<file path="config.mk">
export PLATFORM = sky130hd
export DESIGN_NAME = shuffled_minstd_generator_core
export DESIGN_NICKNAME = d
export VERILOG_FILES = /design/src/sv/shmg_pkg.sv /design/src/sv/shuffled_minstd_generator_core.sv
export SDC_FILE = /design/constraint.sdc
export NUM_CORES = 2
export LEC_CHECK = 0
export ABC_CLOCK_PERIOD_IN_PS = 31800
export BUFFER_PORTS_ARGS = -buffer_cell sky130_fd_sc_hd__buf_2
export CORE_MARGIN = 2
export CORE_UTILIZATION = 34
export DETAILED_ROUTE_END_ITERATION = 7
export PLACE_DENSITY = 0.6
export SYNTH_ARGS = -nofsm -noshare
export SYNTH_HDL_FRONTEND = slang
export SYNTH_SLANG_ARGS = --single-unit
export TNS_END_PERCENT = 30
</file>
<file path="constraint.sdc">
create_clock -name clk -period 31.8 [get_ports clk]
set_input_delay 3.18 -clock clk [delete_from_list [all_inputs] [get_ports clk]]
set_output_delay 3.18 -clock clk [all_outputs]
set_load 0.005 [all_outputs]
</file>
<file path="src/sv/shmg_pkg.sv">
// ----------------------------------------------------------------------------
// shmg_pkg: shared definitions for the shuffled minimal-standard generator
// Bus widths, generator constants and the single-step modular multiply.
// ----------------------------------------------------------------------------
package shmg_pkg;

	// stream bus widths
	localparam int S_TDATA_W = 32;
	localparam int M_TDATA_W = 64;
	localparam int WORD_W    = 31;

	// default sizing
	localparam int TABLE_SIZE_DEF   = 32;
	localparam int WARMUP_STEPS_DEF = 8;

	// generator constants
	localparam logic [14:0]       LCG_MULT = 15'd16807;
	localparam logic [WORD_W-1:0] LCG_MOD  = 31'h7FFF_FFFF;
	localparam logic [WORD_W-1:0] DEV_MAX  = 31'd2147483390;

	// opcode values carried in s_tuser
	localparam logic OP_DRAW   = 1'b0;
	localparam logic OP_RESEED = 1'b1;

	// one lehmer step: x * 16807 mod (2^31 - 1) using a mersenne fold
	function automatic logic [WORD_W-1:0] lcg_step(input logic [WORD_W-1:0] x);
		logic [45:0] prod;
		logic [31:0] fold;
		logic [31:0] red;
		prod = 46'(x) * 46'(LCG_MULT);
		fold = {1'b0, prod[30:0]} + {17'b0, prod[45:31]};
		red  = (fold >= {1'b0, LCG_MOD}) ? (fold - {1'b0, LCG_MOD}) : fold;
		return red[WORD_W-1:0];
	endfunction

endpackage

</file>
<file path="src/sv/shuffled_minstd_generator_core.sv">
// ----------------------------------------------------------------------------
// shuffled_minstd_generator_core: park-miller generator with shuffle table
// Draws uniform deviates through a bays-durham table; reseeds on request.
// ----------------------------------------------------------------------------
// Usage
//   s_* channel: one transaction per request. s_tuser is the opcode (draw or
//   reseed-then-draw), s_tdata[30:0] the seed used on reseed.
//   m_* channel: one transaction per request with the deviate and the
//   generator word.
// Processing
//   A draw passes from acceptance to m_tvalid through the step state in the
//   shared modular multiplier, where the reciprocal product for the table index
//   is registered too, then a registered table read and the write-back state.
//   A reseed, or a draw while still unseeded, adds TABLE_SIZE + WARMUP_STEPS
//   multiplier steps (40 by default) in front of the draw. s_tready is low
//   from acceptance until the result is loaded into the output register, so
//   a new draw is taken only once the previous result has been loaded.
// Reset
//   arst_n clears the generator word and the last pick; the block is then
//   unseeded and the first draw seeds with one. The table needs no clearing.
// Stall
//   A stalled result holds in the output register; the next request is
//   accepted meanwhile and its result waits in write-back until it frees.
// ----------------------------------------------------------------------------
module shuffled_minstd_generator_core #(
	parameter int TABLE_SIZE   = shmg_pkg::TABLE_SIZE_DEF,
	parameter int WARMUP_STEPS = shmg_pkg::WARMUP_STEPS_DEF
) (
	input  logic                           clk,
	input  logic                           arst_n,
	input  logic                           s_tvalid,
	output logic                           s_tready,
	input  logic [shmg_pkg::S_TDATA_W-1:0] s_tdata,  // seed[30:0], zero pad[31]
	input  logic                           s_tuser,  // opcode[0]
	output logic                           m_tvalid,
	input  logic                           m_tready,
	output logic [shmg_pkg::M_TDATA_W-1:0] m_tdata   // deviate[30:0],
	                                                 // generator_word[61:31],
	                                                 // zero pad[63:62]
);
	import shmg_pkg::*;

	localparam int NSTEPS = TABLE_SIZE + WARMUP_STEPS;
	localparam int CW     = (NSTEPS > 1) ? $clog2(NSTEPS) : 1;
	localparam int IW     = $clog2(TABLE_SIZE);
	localparam int PROD_W = 2 * WORD_W;
	localparam logic [31:0] PICK_DIV =
		32'((64'(LCG_MOD) - 64'd1) / 64'(TABLE_SIZE) + 64'd1);
	// reciprocal of the pick divisor for an exact 31-bit quotient
	localparam int DIV_L = $clog2(PICK_DIV);
	localparam logic [63:0] RECIP =
		((64'd1 << WORD_W) * ((64'd1 << DIV_L) - 64'(PICK_DIV))) / 64'(PICK_DIV)
		+ 64'd1;
	localparam logic [WORD_W-1:0] RECIP_W = RECIP[WORD_W-1:0];

	// sequencer codes
	localparam logic [2:0] ST_IDLE = 3'd0;
	localparam logic [2:0] ST_SEED = 3'd1;
	localparam logic [2:0] ST_STEP = 3'd2;
	localparam logic [2:0] ST_READ = 3'd3;
	localparam logic [2:0] ST_DONE = 3'd4;

	logic [2:0]        state_q;
	logic [WORD_W-1:0] gen_q;
	logic [WORD_W-1:0] last_pick_q;
	logic [CW-1:0]     cnt_q;
	logic [WORD_W-1:0] rcp_q;
	logic [IW-1:0]     idx_q;
	logic [WORD_W-1:0] rd_q;
	logic              m_tvalid_q;
	logic [M_TDATA_W-1:0] m_tdata_q;

	logic [WORD_W-1:0] table_mem [TABLE_SIZE];

	logic [WORD_W-1:0] step_c;
	logic [WORD_W-1:0] seed_c;
	logic [WORD_W-1:0] dev_c;
	logic [PROD_W-1:0] rmul_c;
	logic [WORD_W-1:0] hsum_c;
	logic [WORD_W-1:0] quo_c;
	logic [IW-1:0]     idx_c;
	logic              in_acc;
	logic              out_free;
	logic              out_load;
	logic              tab_we;
	logic [IW-1:0]     tab_wa;
	logic [WORD_W-1:0] tab_wd;

	// shared modular multiplier, always fed from the generator word
	assign step_c = lcg_step(gen_q);

	// handshake
	assign s_tready = (state_q == ST_IDLE);
	assign in_acc   = s_tvalid && s_tready;
	assign out_free = !m_tvalid_q || m_tready;
	assign out_load = (state_q == ST_DONE) && out_free;
	assign m_tvalid = m_tvalid_q;
	assign m_tdata  = m_tdata_q;

	// seed reduction: zero and the modulus both become one
	always_comb begin
		seed_c = s_tdata[WORD_W-1:0];
		if (seed_c == '0 || seed_c == LCG_MOD) begin
			seed_c = WORD_W'(1);
		end
	end

	// table index: reciprocal product, then fix-up, shift and clamp
	assign rmul_c = PROD_W'(last_pick_q) * PROD_W'(RECIP_W);
	assign hsum_c = rcp_q + ((last_pick_q - rcp_q) >> 1);
	assign quo_c  = hsum_c >> (DIV_L - 1);
	assign idx_c  = (quo_c >= WORD_W'(TABLE_SIZE)) ? IW'(TABLE_SIZE - 1) : quo_c[IW-1:0];

	// clamped deviate
	assign dev_c = (rd_q > DEV_MAX) ? DEV_MAX : rd_q;

	// table write port: seeding fill or draw write-back
	always_comb begin
		tab_we = 1'b0;
		tab_wa = idx_q;
		tab_wd = gen_q;
		if (state_q == ST_SEED && 32'(cnt_q) < 32'(TABLE_SIZE)) begin
			tab_we = 1'b1;
			tab_wa = cnt_q[IW-1:0];
			tab_wd = step_c;
		end else if (state_q == ST_DONE && out_free) begin
			tab_we = 1'b1;
		end
	end

	// shuffle table storage
	always_ff @(posedge clk) begin
		if (tab_we) begin
			table_mem[tab_wa] <= tab_wd;
		end
		if (state_q == ST_READ) begin
			rd_q <= table_mem[idx_c];
		end
	end

	// sequencer and generator state
	always_ff @(posedge clk or negedge arst_n) begin
		if (!arst_n) begin
			state_q     <= ST_IDLE;
			gen_q       <= '0;
			last_pick_q <= '0;
			m_tvalid_q  <= 1'b0;
		end else begin
			if (out_load) begin
				m_tvalid_q <= 1'b1;
			end else if (m_tvalid_q && m_tready) begin
				m_tvalid_q <= 1'b0;
			end
			unique case (state_q)
				ST_IDLE: begin
					if (in_acc) begin
						if (s_tuser == OP_RESEED) begin
							gen_q   <= seed_c;
							cnt_q   <= CW'(NSTEPS - 1);
							state_q <= ST_SEED;
						end else if (last_pick_q == '0) begin
							gen_q   <= WORD_W'(1);
							cnt_q   <= CW'(NSTEPS - 1);
							state_q <= ST_SEED;
						end else begin
							state_q <= ST_STEP;
						end
					end
				end
				ST_SEED: begin
					gen_q <= step_c;
					if (cnt_q == '0) begin
						last_pick_q <= step_c;
						state_q     <= ST_STEP;
					end else begin
						cnt_q <= cnt_q - CW'(1);
					end
				end
				ST_STEP: begin
					gen_q   <= step_c;
					rcp_q   <= rmul_c[PROD_W-1:WORD_W];
					state_q <= ST_READ;
				end
				ST_READ: begin
					idx_q   <= idx_c;
					state_q <= ST_DONE;
				end
				ST_DONE: begin
					if (out_free) begin
						last_pick_q <= rd_q;
						m_tdata_q   <= {2'b00, gen_q, dev_c};
						state_q     <= ST_IDLE;
					end
				end
				default: begin
					state_q <= ST_IDLE;
				end
			endcase
		end
	end

endmodule

</file>
* Word-level counts from Yosys, hierarchy flattened
Memories as Yosys holds them, arrays and structs flattened. A register that Yosys moved wholly into a read port is not among the register bits. Index checks and enable logic that the tools add are counted.
Operators by class: add/sub/neg operators 3, multipliers 1, $lt $le $gt $ge 4, equality and inequality tests 10, mux-type cells 29, reduce and logical (&&, ||, !) cells 22
Operators with widths (count):
- $mux 31 | 8
- $pmux 31 s2 | 2
- $logic_not 31->1 | 2
- $mul 31x15->46 const B | 1
- $add 31x15->32 | 1
- $ge 32x31->1 const B | 1
- $eq 31x31->1 const B | 1
- $gt 31x31->1 const B | 1
- $sub 31x31->31 const B | 1
- $mux 6 | 4
- $pmux 3 s5 | 1
- $pmux 6 s2 | 1
- $reduce_and 3->1 | 4
- $mux 5 | 2
- $mux 3 | 3
- $reduce_bool 2->1 | 4
- $eq 3x2->1 const B | 2
- $ge 5x6->1 const B | 1
- $logic_not 6->1 | 1
- $lt 6x6->1 const B | 1
- $mux 1 | 6
- $sub 6x1->6 const B | 1
- $reduce_and 5->1 | 1
- $logic_and 1x1->1 | 4
- other kinds (11) | 15
Storage, ports and cells: flip-flop bits (word level) 139, bits in writable memories 992, output and inout port bits 66, word-level logic and storage cells 78, memories 1
Memory list:
- table_mem | words 32, width 31, read ports 1, clocked after memory_dff 1, write ports 1, RTL line shuffled_minstd_generator_core.sv:73 | logic [WORD_W-1:0] table_mem [TABLE_SIZE];

* Logic depth before layout (Yosys ltp)
depth after elaboration 7, depth in mapped cells 44

* Worst setup path before layout
Ideal clock, no wire load.
path type reg2reg, start point reg gen_q[17], end point mem table_mem[0][10], data pin, setup time 454 ps, data arrival time 11276 ps, data required time 31346 ps, path slack 20070 ps, cell stages (with the launch flop) 42, clock period less this slack 11730 ps, cell sequence dfrtp_1 inv_1 fa_1 inv_1 ha_1 inv_1 fa_1 inv_1 fa_1 fa_1 fa_1 ha_1 clkbuf_1 a21o_1 a311oi_1 o31ai_1 a2111oi_0 a221oi_1 (+6 left out) o21ai_0 xnor2_1 ha_1 o21a_1 or2_2 and4b_1 a211o_1 o41ai_1 or4b_2 or4_4 xnor2_2 and4bb_1 buf_4 a31o_2 buf_2 nand2_1 xor2_1 o21ai_0
On the way: word-level cells in the longest chain between the ends 5
RTL lines:
- start: declaration | RTL line shuffled_minstd_generator_core.sv:64 | logic [WORD_W-1:0] gen_q;
- start signal: assignment | RTL line shuffled_minstd_generator_core.sv:171 | gen_q <= step_c;
- start signal: assignment | RTL line shuffled_minstd_generator_core.sv:180 | gen_q <= step_c;
- $mul 31x15->46 * | RTL line shmg_pkg.sv:30 | prod = 46'(x) * 46'(LCG_MULT);
- $add 31x15->32 * | RTL line shmg_pkg.sv:31 | fold = {1'b0, prod[30:0]} + {17'b0, prod[45:31]};
- $sub 31x31->31 / $ge 32x31->1 (equally long branches) | RTL line shmg_pkg.sv:32 | red = (fold >= {1'b0, LCG_MOD}) ? (fold - {1'b0, LCG_MOD}) : fold;
- $mux 31 * | RTL line shmg_pkg.sv:32
- $mux 31 * | RTL line shuffled_minstd_generator_core.sv:122 | if (state_q == ST_SEED && 32'(cnt_q) < 32'(TABLE_SIZE)) begin
- named net tab_wd[10] | RTL line shuffled_minstd_generator_core.sv:87 | logic [WORD_W-1:0] tab_wd;
- end: declaration | RTL line shuffled_minstd_generator_core.sv:73
The timed path passes the listed nets; every way through them passes the cells marked *.

* Worst setup path after layout
start point reg gen_q[14], end point mem table_mem[17][6], data pin
The elaborated chain is that of the path after synthesis.

==> impl_results.rst <==
.. list-table::
   :header-rows: 1

   * - Metric
     - Value
   * - Run status
     - completed
   * - Chip width
     - 404 um
   * - Number of inserted filler cells in the final layout
     - 14,400
   * - Final net count
     - 3,763
   * - Bufs and invs on worst path
     - 4
   * - # diodes
     - 0
   * - Seq cells post-synth
     - 1,162
   * - Synth unique cells
     - 86
   * - Worst setup path class
     - reg -> reg
   * - Worst-Margin Slew
     - 1.37 ns
   * - Vias in the first global route
     - 30,200
   * - Number of buffers inserted by post-CTS setup repair
     - 0
   * - Synthesized area divided by synthesized cell count
     - 16.8 um^2
   * - Area added between synthesis and finish
     - 13.4%
   * - Worst setup EP type
     - flip-flop
   * - Global-route wire length before repair
     - 211 mm
   * - Cell area after technology mapping
     - 0.0545 mm^2
   * - Number of nets with antenna violations after detailed routing
     - 0
   * - Worst hold slack after final layout
     - 0.500 ns
   * - Total Neg Setup Slack
     - 0 ns
   * - Standard cell core area
     - 0.159 mm^2
   * - Cts hold-fix bufs
     - 0
   * - Max transition margin
     - 8.78%
   * - I/O pins
     - 103
   * - Number of failing setup endpoints in the final timing report
     - 0
   * - CTS Sinks
     - 1,162
   * - Via-per-instance ratio
     - 5.42
   * - Startpoint Class
     - flip-flop
   * - Sequential cell area fraction in the yosys report
     - 63.4%
   * - Utilization after layout
     - 39.0%
   * - Top cell family by delay on the critical path
     - compound AO/OA/AOI/OAI gates
   * - Fraction of synthesis flops using an asynchronous set or reset pin
     - 5.68%
   * - Final setup skew
     - 0.0991 ns
   * - Slowest cell delay on critical path
     - 1.05 ns
   * - Type of the worst min-delay path
     - reg -> reg
   * - Max clock buf depth
     - 3
   * - Die boundary height
     - 404 um
   * - Clock tree from TritonCTS
     - built
   * - Final hold violation count
     - 0
   * - First-pass detailed-route iteration total
     - 7
   * - Crit-path slowest cell
     - o21ai_2
   * - Cell area after layout
     - 0.0618 mm^2
   * - Root buffer cell
     - clkbuf_16
   * - Overall via count from detail_route
     - 30,100
   * - Residual DRC
     - 0
   * - Number of H-tree branching levels
     - 3
   * - Number of buffers created by CTS
     - 114
   * - Crit path DAT
     - 13.93 ns
   * - Ratio of cells with drive above 1 in the final layout
     - 22.4%
   * - Routability Congestion
     - 0.912
   * - Number of DRC markers after the initial detailed-route iteration
     - 3,633
   * - Max-slew violation total from the final report
     - 0
   * - Count of flip-flops with a built-in enable after synthesis
     - 1,096
   * - Final Cycle Share
     - 42.7%
   * - Clock transition at path regs
     - 0.06 ns
   * - Detail Placement HPWL
     - 89.1 mm
   * - Highest achievable clock rate
     - 73.6 MHz
   * - Number of buffer cells added on primary ports
     - 99
   * - Post-layout minimum cycle time
     - 13.58 ns
   * - Yosys warning count
     - 0
   * - Floorplan row count
     - 146
   * - GRT Total Usage
     - 17.7%
   * - Synth top area share
     - 60.4%
   * - Cts repair resizes
     - 0
   * - Average wire per cell in the routed design
     - 26.2 um
   * - Placed cell areas
     - 0.0580 mm^2
   * - Total global routing overflow
     - 0
   * - Worst path required time
     - 32.15 ns
   * - RSZ-0062 raised after global routing
     - false
   * - Yosys top cell by area
     - edfxtp_1
   * - Top library cells by usage in the layout, fill and taps aside
     - edfxtp_1 (1,096), mux4_2 (310), inv_1 (298), ha_1 (205), fa_1 (134)
   * - Clock insertion delay at the later pin of the skew report
     - 0.75 ns
   * - Dominant cells by area after synthesis
     - edfxtp_1 (60%), mux4_2 (13%), fa_1 (4.9%)
   * - Largest net degree at the start of global routing
     - 142
   * - Die ar.
     - 0.164 mm^2
   * - Initial core utilization
     - 34.3%
   * - Dominant register cell in the synthesized netlist
     - edfxtp_1
   * - Most numerous cell on the critical path
     - fa_1
   * - Wire length reported by the detailed router
     - 145 mm
   * - Gate count after technology mapping
     - 3,249
   * - Leading cell type in the layout, fill and taps excluded
     - edfxtp_1
   * - Crit-path max FO
     - 32
   * - Number of antenna violations at the first check in global routing
     - 5
   * - Number of maximum-capacitance constraint violations
     - 0
==> cells by family after synthesis <==
group,synth area share [%]
AOI/OAI and AO/OA,4.60
xor gates and xnor gates,1.27
adders and majority gates,9.62
buffers and inverters,3.18
DFF,63.4
muxes,13.5
other,0.00688
and+or+nand+nor,4.42
==> worst paths after layout <==
path,start,end,slack (ns),cells past startpoint
max reg2reg,gen_q[14]$_DFFE_PN0P_,table_mem[17][6]$_DFFE_PP_,18.22,38
min in group asynchronous,arst_n,gen_q[5]$_DFFE_PN0P_,2.40,1
min reg2reg,last_pick_q[24]$_DFFE_PN0P_,last_pick_q[24]$_DFFE_PN0P_,0.50,1
min,last_pick_q[24]$_DFFE_PN0P_,last_pick_q[24]$_DFFE_PN0P_,0.50,1
max in group asynchronous,arst_n,last_pick_q[26]$_DFFE_PN0P_,28.35,2
max,gen_q[14]$_DFFE_PN0P_,table_mem[17][6]$_DFFE_PP_,18.22,38
==> routing by layer <==
metal,global-route usage (%),wire length (um)
met2,28.7,69700
met1,24.8,61900
met5,0,0
met4,4.30,3340
met3,3.16,10300
==> synth_stat cells (all sizes together) (4+ instances only) <==
cell,number
a211oi,15
nor2b,7
or3,12
o41ai,5
xor2,20
and2,14
o31ai,6
nand2b,17
nor4,18
inv,298
edfxtp,1096
and3,27
o221ai,5
a21boi,10
a31oi,27
a32oi,4
nand4,25
o21bai,5
o211ai,17
a21o,15
nand3,52
xnor2,58
nor3b,4
buf,42
clkbuf,109
a221o,5
o21ai,100
ha,205
mux2,33
a21oi,94
a22oi,11
mux4,310
nand3b,10
nor2,123
fa,134
nor3,36
nand2,124
a31o,4
o21a,23
dfrtp,66
or2,7
o22ai,9
a211o,5
==> cell type report <==
class | count | area, um^2 | area share [%]
tap | 2072 | 2590 | 4.19
multi-input combinational | 1639 | 18700 | 30.2
clock buffer | 140 | 2980 | 4.82
timing repair buffer | 172 | 1070 | 1.73
inverter | 298 | 1120 | 1.81
sequential | 1162 | 34600 | 55.9
clock inverter | 71 | 843 | 1.36
==> worst register-to-register path: cells and delay by family, from the launching register on <==
kind | cells | cell delay (ns)
flip-flops | 1 | 0.81
adder cells (fa/ha/maj) | 8 | 3.34
AND/OR/NAND/NOR | 5 | 1.97
XOR/XNOR | 3 | 0.68
AO/OA/AOI/OAI | 18 | 5.93
buffers and inverters | 4 | 0.46
==> per-stage QoR <==
step           setup slack, ns  cells
2_1_floorplan            20.07   3250
3_3_place_gp             18.49   5343
3_5_place_dp             18.36   5343
4_1_cts                  18.32   5554
5_1_grt                  17.48   5554
6_report                 18.22   5554
==> flip-flops by register name, summed over array words and instances (netlist names) <==
register,count
rd_q,31
last_pick_q,31
cnt_q,6
state_q,3
m_tdata,62
m_tvalid,1
table_mem,992
idx_q,5
gen_q,31
Power is not shown: default switching activity piles up to over one toggle a cycle in this logic, so the estimate is an artifact.
